<file path="src/design/sfe_pkg.sv">
`timescale 1ns / 1ps
// ----------------------------------------------------------------------------
// sfe_pkg
// Constants, register indexes and helper functions for the SENT frame encoder.
// ----------------------------------------------------------------------------
package sfe_pkg;

  // Register indexes on the configuration port
  localparam logic [2:0] REG_GAIN_MODE  = 3'd0;
  localparam logic [2:0] REG_PRESS_OFS  = 3'd1;
  localparam logic [2:0] REG_STATUS     = 3'd2;
  localparam logic [2:0] REG_TICK_OFS   = 3'd3;
  localparam logic [2:0] REG_TICK_SCALE = 3'd4;

  // Register reset values
  localparam logic [1:0]  RST_GAIN_MODE  = 2'd0;
  localparam logic [11:0] RST_PRESS_OFS  = 12'd193;
  localparam logic [3:0]  RST_STATUS     = 4'd9;
  localparam logic [5:0]  RST_TICK_OFS   = 6'd12;
  localparam logic [3:0]  RST_TICK_SCALE = 4'd4;

  // Slot codes within one frame
  localparam logic [3:0] SLOT_SYNC   = 4'd0;
  localparam logic [3:0] SLOT_STATUS = 4'd1;
  localparam logic [3:0] SLOT_D0     = 4'd2;
  localparam logic [3:0] SLOT_D1     = 4'd3;
  localparam logic [3:0] SLOT_D2     = 4'd4;
  localparam logic [3:0] SLOT_D3     = 4'd5;
  localparam logic [3:0] SLOT_D4     = 4'd6;
  localparam logic [3:0] SLOT_D5     = 4'd7;
  localparam logic [3:0] SLOT_CRC    = 4'd8;

  // Temperature: count = (5*t + TEMP_BIAS) / 160, truncated toward zero
  localparam logic signed [19:0] TEMP_MUL  = 20'sd5;
  localparam logic signed [19:0] TEMP_BIAS = 20'sd93472;
  // x/5 == (x * RECIP5) >> 18 for x below 2^18
  localparam logic [15:0] RECIP5 = 16'd52429;

  localparam logic [3:0] CRC_SEED = 4'd5;

  // Pressure gain in Q7.16
  function automatic logic [22:0] gain_q16(input logic [1:0] mode);
    logic [22:0] g;
    case (mode)
      2'd0:    g = 23'd4853596;
      2'd1:    g = 23'd866714;
      2'd2:    g = 23'd577811;
      default: g = 23'd404469;
    endcase
    return g;
  endfunction

  // SENT CRC-4 table
  function automatic logic [3:0] crc_tab(input logic [3:0] idx);
    logic [3:0] r;
    case (idx)
      4'd0:    r = 4'd0;
      4'd1:    r = 4'd13;
      4'd2:    r = 4'd7;
      4'd3:    r = 4'd10;
      4'd4:    r = 4'd14;
      4'd5:    r = 4'd3;
      4'd6:    r = 4'd9;
      4'd7:    r = 4'd4;
      4'd8:    r = 4'd1;
      4'd9:    r = 4'd12;
      4'd10:   r = 4'd6;
      4'd11:   r = 4'd11;
      4'd12:   r = 4'd15;
      4'd13:   r = 4'd2;
      4'd14:   r = 4'd8;
      default: r = 4'd5;
    endcase
    return r;
  endfunction

  // CRC over six data nibbles, most significant first, then one zero step
  function automatic logic [3:0] crc4(input logic [23:0] data);
    logic [3:0] c;
    c = CRC_SEED;
    for (int i = 5; i >= 0; i--) begin
      c = crc_tab(c) ^ data[i*4 +: 4];
    end
    c = crc_tab(c);
    return c;
  endfunction

endpackage

</file>
<file path="src/design/sent_frame_encoder.sv">
`timescale 1ns / 1ps
// ----------------------------------------------------------------------------
// sent_frame_encoder
// Turns one pressure/temperature reading into a nine-slot SENT frame.
// ----------------------------------------------------------------------------
// Usage:
//   Input stream (s_*): one item per reading, pressure Q8.8 and temperature
//   Q8.8. Output stream (m_*): nine items per reading, slots sync, status,
//   six data nibbles and CRC, with tlast on the CRC slot.
//   Config port (cfg_*): always ready; write only while the block is idle.
//   Indexes beyond the register list are ignored.
// Path: after the input item is accepted, the first slot of a frame passes
//   through four compute stages, a frame buffer and the output register.
// Throughput: set by the output port, which sends one slot per cycle while
//   m_tready is high; the four compute stages take a new item every cycle
//   until full and fill up while a frame is being sent.
// Reset: registers return to their reset values, all stages empty.
// Stall: when m_tready is low the output register holds its slot, the frame
//   buffer and stages stop in place and s_tready falls once they are full.
// ----------------------------------------------------------------------------
module sent_frame_encoder (
  input  logic        clk,
  input  logic        rst,
  // input stream
  input  logic        s_tvalid,
  output logic        s_tready,
  input  logic [31:0] s_tdata,   // [15:0] pressure_q8, [31:16] temperature_q8
  // output stream
  output logic        m_tvalid,
  input  logic        m_tready,
  output logic [23:0] m_tdata,   // [3:0] slot_index, [7:4] nibble_value,
                                 // [18:8] pulse_ticks, [23:19] zero
  output logic        m_tlast,   // last_slot
  // configuration writes
  input  logic        cfg_valid,
  output logic        cfg_ready,
  input  logic [2:0]  cfg_index,
  input  logic [11:0] cfg_data
);

  // configuration registers
  logic [1:0]  gain_mode;
  logic [11:0] pressure_offset;
  logic [3:0]  status_nibble;
  logic [5:0]  tick_offset;
  logic [3:0]  tick_scale;

  assign cfg_ready = 1'b1;

  always_ff @(posedge clk) begin
    if (rst) begin
      gain_mode       <= sfe_pkg::RST_GAIN_MODE;
      pressure_offset <= sfe_pkg::RST_PRESS_OFS;
      status_nibble   <= sfe_pkg::RST_STATUS;
      tick_offset     <= sfe_pkg::RST_TICK_OFS;
      tick_scale      <= sfe_pkg::RST_TICK_SCALE;
    end else if (cfg_valid) begin
      unique case (cfg_index)
        sfe_pkg::REG_GAIN_MODE:  gain_mode       <= cfg_data[1:0];
        sfe_pkg::REG_PRESS_OFS:  pressure_offset <= cfg_data;
        sfe_pkg::REG_STATUS:     status_nibble   <= cfg_data[3:0];
        sfe_pkg::REG_TICK_OFS:   tick_offset     <= cfg_data[5:0];
        sfe_pkg::REG_TICK_SCALE: tick_scale      <= cfg_data[3:0];
        default: ;
      endcase
    end
  end

  // flow control: each stage moves when empty or when the next one takes
  logic v1, v2, v3, v4;
  logic rdy2, rdy3, rdy4;
  logic fr_valid, fr_take, fr_fire, fr_last;
  logic [3:0] slot;
  logic out_free;

  assign out_free = !m_tvalid || m_tready;
  assign fr_fire  = fr_valid && out_free;
  assign fr_last  = fr_fire && (slot == sfe_pkg::SLOT_CRC);
  assign fr_take  = !fr_valid || fr_last;
  assign rdy4     = !v4 || fr_take;
  assign rdy3     = !v3 || rdy4;
  assign rdy2     = !v2 || rdy3;
  assign s_tready = !v1 || rdy2;

  // stage 1: pressure gain product, temperature numerator magnitude
  logic signed [15:0] t_in;
  logic signed [19:0] tnum;
  logic [19:0]        tabs_full;
  logic [38:0]        s1_prod;
  logic [17:0]        s1_tabs;
  logic               s1_tneg;

  assign t_in      = signed'(s_tdata[31:16]);
  assign tnum      = 20'(t_in) * sfe_pkg::TEMP_MUL + sfe_pkg::TEMP_BIAS;
  assign tabs_full = tnum[19] ? 20'(-tnum) : 20'(tnum);

  always_ff @(posedge clk) begin
    if (rst) v1 <= 1'b0;
    else if (s_tready) v1 <= s_tvalid;
  end

  always_ff @(posedge clk) begin
    if (s_tready) begin
      s1_prod <= 39'(s_tdata[15:0]) * 39'(sfe_pkg::gain_q16(gain_mode));
      s1_tabs <= tabs_full[17:0];
      s1_tneg <= tnum[19];
    end
  end

  // stage 2: pressure count with offset, temperature divide by 32 then by 5
  logic [11:0] s2_pc;
  logic [28:0] s2_tprod;
  logic        s2_tneg;

  always_ff @(posedge clk) begin
    if (rst) v2 <= 1'b0;
    else if (rdy2) v2 <= v1;
  end

  always_ff @(posedge clk) begin
    if (rdy2) begin
      s2_pc    <= s1_prod[35:24] + pressure_offset;
      s2_tprod <= 29'(s1_tabs[17:5]) * 29'(sfe_pkg::RECIP5);
      s2_tneg  <= s1_tneg;
    end
  end

  // stage 3: temperature quotient with sign, wrapped to 12 bits
  logic [10:0] tq;
  logic [11:0] s3_pc, s3_tc;

  assign tq = s2_tprod[28:18];

  always_ff @(posedge clk) begin
    if (rst) v3 <= 1'b0;
    else if (rdy3) v3 <= v2;
  end

  always_ff @(posedge clk) begin
    if (rdy3) begin
      s3_pc <= s2_pc;
      s3_tc <= s2_tneg ? 12'(12'd0 - {1'b0, tq}) : {1'b0, tq};
    end
  end

  // stage 4: CRC-4 over the six data nibbles
  logic [23:0] s4_data;
  logic [3:0]  s4_crc;

  always_ff @(posedge clk) begin
    if (rst) v4 <= 1'b0;
    else if (rdy4) v4 <= v3;
  end

  always_ff @(posedge clk) begin
    if (rdy4) begin
      s4_data <= {s3_pc, s3_tc};
      s4_crc  <= sfe_pkg::crc4({s3_pc, s3_tc});
    end
  end

  // frame buffer and slot counter
  logic [23:0] fr_data;
  logic [3:0]  fr_crc;

  always_ff @(posedge clk) begin
    if (rst) begin
      fr_valid <= 1'b0;
      slot     <= sfe_pkg::SLOT_SYNC;
    end else if (fr_take && v4) begin
      fr_valid <= 1'b1;
      slot     <= sfe_pkg::SLOT_SYNC;
    end else if (fr_last) begin
      fr_valid <= 1'b0;
    end else if (fr_fire) begin
      slot <= slot + 4'd1;
    end
  end

  always_ff @(posedge clk) begin
    if (fr_take && v4) begin
      fr_data <= s4_data;
      fr_crc  <= s4_crc;
    end
  end

  // nibble for the current slot
  logic [3:0] nib;

  always_comb begin
    unique case (slot)
      sfe_pkg::SLOT_SYNC:   nib = 4'd0;
      sfe_pkg::SLOT_STATUS: nib = status_nibble;
      sfe_pkg::SLOT_D0:     nib = fr_data[23:20];
      sfe_pkg::SLOT_D1:     nib = fr_data[19:16];
      sfe_pkg::SLOT_D2:     nib = fr_data[15:12];
      sfe_pkg::SLOT_D3:     nib = fr_data[11:8];
      sfe_pkg::SLOT_D4:     nib = fr_data[7:4];
      sfe_pkg::SLOT_D5:     nib = fr_data[3:0];
      default:              nib = fr_crc;
    endcase
  end

  // pulse width and output register
  logic [6:0]  ticks;
  logic [10:0] pulse;

  assign ticks = {3'b000, nib} + {1'b0, tick_offset};
  assign pulse = 11'(11'(ticks) * 11'(tick_scale));

  always_ff @(posedge clk) begin
    if (rst) m_tvalid <= 1'b0;
    else if (out_free) m_tvalid <= fr_valid;
  end

  always_ff @(posedge clk) begin
    if (fr_fire) begin
      m_tdata <= {5'b00000, pulse, nib, slot};
      m_tlast <= (slot == sfe_pkg::SLOT_CRC);
    end
  end

endmodule

</file>
<file path="config.mk">
export PLATFORM = sky130hd
export DESIGN_NAME = sent_frame_encoder
export DESIGN_NICKNAME = d
export VERILOG_FILES = /design/src/design/sfe_pkg.sv /design/src/design/sent_frame_encoder.sv
export SDC_FILE = /design/constraint.sdc
export NUM_CORES = 1
export LEC_CHECK = 0
export BUFFER_PORTS_ARGS = -buffer_cell sky130_fd_sc_hd__buf_2
export CAP_MARGIN = 20
export CORE_ASPECT_RATIO = 0.75
export CORE_MARGIN = 3
export CORE_UTILIZATION = 48
export CTS_CLUSTER_DIAMETER = 40
export DETAILED_ROUTE_END_ITERATION = 10
export SETUP_SLACK_MARGIN = 0.05
export SLEW_MARGIN = 25
export SYNTH_ARGS = -nofsm -noshare
export SYNTH_HDL_FRONTEND = slang
export SYNTH_SLANG_ARGS = --single-unit
export TNS_END_PERCENT = 10
</file>
<file path="constraint.sdc">
create_clock -name clk -period 10.4 [get_ports clk]
set_input_delay 0.52 -clock clk [delete_from_list [all_inputs] [get_ports clk]]
set_output_delay 0.52 -clock clk [all_outputs]
set_load 0.03 [all_outputs]
</file>
==> impl_results.md <==
* Status: finished, final reports clean
* Clk_skew at 0.0166 ns
* FF+latch area at 5270 um2
* Worst Setup Start Kind: flip-flop
* Number of buffers added on ports at 73
* Worst setup path start: gain_mode[0]
* Setup bufs post-CTS at 0
* Tmin final at 8.55 ns
* Routed wire length at 49,400 um
* Crit Path Max Fanout at 19
* Initial Util at 0.491
* Core box area at 43,800 um2
* Synth Cell Area at 21,500 um2
* Slowest cell delay on critical path at 0.87 ns
* Clk buf depth at 2
* Total global routing track utilization at 0.219
* First-pass GRT wire length at 79,500 um
* Die area at 47,500 um2
* Synth warn at 0
* Slew Viols, Final at 0
* Hold_buf cts at 0
* Multi-input logic area at 14,300 um2
* Clock sinks at 188
* Router iterations before antenna repair at 5
* Setup TNS at 0 ns
* DP Wirelength at 42,800 um
* Seq/Total Area, Yosys at 0.245
* Final Cycle Share at 0.822
* CP Cell Sequence: inv_1, ha_2, nor2_1, nor2_2, and2_1, fa_1, fa_1, fa_1, fa_1, fa_1, inv_1, fa_1, inv_1, ha_1, a21o_1, a2111o_1, o22a_1, nor4b_1, a211oi_1, a21bo_2, a21oi_1, xnor2_1
* Top cell type's share of synthesized area at 0.308
* Most common cell after layout, fill and taps aside: inv_1
* Synth-to-layout area growth at 7.09%
* Post-synth ARST share at 0
* Reg2Reg Depth at 22
* Antenna violations before repair at 1
* Iter 0 DRT Violations at 899
* Syn_area_per_cell at 10.5 um2
* Final Hold Viols at 0
* Max cap viols at 0
* Hold Crit Class: in -> reg
* Hold depth at 3
* Share of layout cells above drive strength 1 at 0.0653
* Met3 WL at 4510 um
* Resized Gates After CTS at 0
* Reg clk slew, reported paths at 0.07 ns
* Total number of H-tree levels at 4
* Most common cell on crit path: fa_1
* Most frequent cells in the layout: inv_1 (491), fa_1 (331), ha_1 (251)
* WL met2 at 19,300 um
* Root Buffer: clkbuf_16
* Post-synthesis register bit count at 188
* Distinct cells, synth at 70
* Synth area leader: fa_1
* Post-synth EDFFs at 150
* RSZ-0062 raised after global routing: no
* Antenna Nets Post-Route at 0
* Skew-Pair Late Insertion Delay at 0.43 ns
* Arrival @ worst endpoint at 8.73 ns
* Drt wl/cell at 18.4 um
* Max_slew headroom at 0.322
* Least-Margin Pin Slew at 1.02 ns
* Via Count at 13,700
* Chip width at 251 um
* Routed met1 length at 24,900 um
* Worst Path Required at 10.57 ns
* CTS tree: done
* Worst Setup End Kind: flip-flop
* Fmax at 117 MHz
* Vias in the first global route at 14,200
* CTS buffer count at 17
* Post-Syn Instances at 2,043
* DRC viols at 0
* Worst flop-to-flop path startpoint: gain_mode[0]
* Top cells by area, synth: fa_1 (31%), edfxtp_1 (21%), ha_1 (15%), inv_1 (8.6%), xnor2_1 (3.8%)
* Row cnt at 66
* Top_reg_cell synth: edfxtp_1
* Slowest CP cell: dfxtp_1
* Largest net degree at the start of global routing at 36
* Remaining Overflow, GRT at 0
* Worst reg-to-reg setup slack at 1.85 ns
* Die H at 189 um
* Setup Crit Path Kind: reg -> reg
* Layout fillers at 3,913
* Via density at 5.10
* Fin nets at 2,734
* Crit path to: s1_prod[34]
* GPL Wtd Cong at 1.03
* R2r endpoint: s1_prod[34]
* Final setup viols at 0
* Top Layer Used: met4
* IO Pins at 80
registers in the layout, indices dropped and copies added (netlist names), 13 cells and up:
signal   cells
s4_data     24
s1_tabs     13
m_tdata     19
fr_data     24
worst max-delay path: cells and delay by family, from the launching register on:
kind	cells	cell delay [ns]
DFF	1	0.87
AOI/OAI and AO/OA	6	1.43
adders and majority gates	8	3.89
xor gates and xnor gates	1	0.07
and+or+nand+nor	4	1.61
buffers and inverters	3	0.43
metrics by stage:
step / cell area, um2 / hold slack (ns) / setup WS [ns] / util / instances
final: 23100 / 0.336 / 1.85 / 0.526 / 2691
after global routing: 23100 / 0.331 / 1.50 / 0.526 / 2690
after CTS: 23000 / 0.319 / 1.75 / 0.526 / 2690
after detailed placement: 22500 / 0.405 / 1.77 / 0.513 / 2658
after global placement: 22500 / 0.401 / 1.64 / 0.512 / 2658
after floorplan: 21500 / 0.400 / 3.63 / - / 2047
kinds of logic (layout without fill, tap and decap cells):
logic type,Yosys count,in the layout,share of synthesized area
XOR/XNOR,116,116,0.0472
buffers and inverters,536,601,0.0950
AND/OR/NAND/NOR,419,419,0.0957
other,2,7,0.000349
multiplexers,12,12,0.00564
AO/OA/AOI/OAI,187,187,0.0574
adder cells (fa/ha/maj),583,583,0.454
flip-flops,188,188,0.245
layer usage:
layer,vias to the layer above,GRT usage
li1,6521,-
met1,6766,0.339
met2,403,0.296
met3,37,0.0742
met4,0,0.0415
met5,-,0
layout make-up:
cell class	instances	share of cell area
Tap cell	578	0.0314
Inverter	491	0.0799
Clock buffer	23	0.0212
Clock inverter	9	0.00336
Sequential cell	188	0.228
Multi-Input combinational cell	1323	0.618
Timing Repair Buffer	78	0.0175
Antenna cell	1	0.000109
cells in the mapped netlist (20+ instances only):
cell type / number
inv_1: 491
fa_1: 331
ha_1: 252
nand2_1: 160
edfxtp_1: 150
xnor2_1: 93
nor2_1: 75
a21oi_1: 65
and2_1: 48
nand2b_1: 44
dfxtp_1: 38
clkbuf_1: 34
o21ai_0: 32
xor2_1: 23
nor3_1: 20
worst min-delay path by stage:
stage	from	endpoint	slack, ns
after floorplan	s4_crc[0]	fr_crc[0]	0.40
after global placement	s4_data[11]	fr_data[11]	0.40
after detailed placement	s4_data[17]	fr_data[17]	0.40
after CTS	s_tvalid	v1	0.32
after global routing	s_tvalid	v1	0.33
final	s_tvalid	v1	0.34
Power is left out: the tool's default activity adds up to more than one toggle a clock period on the data nets, which glitch-free logic cannot reach.
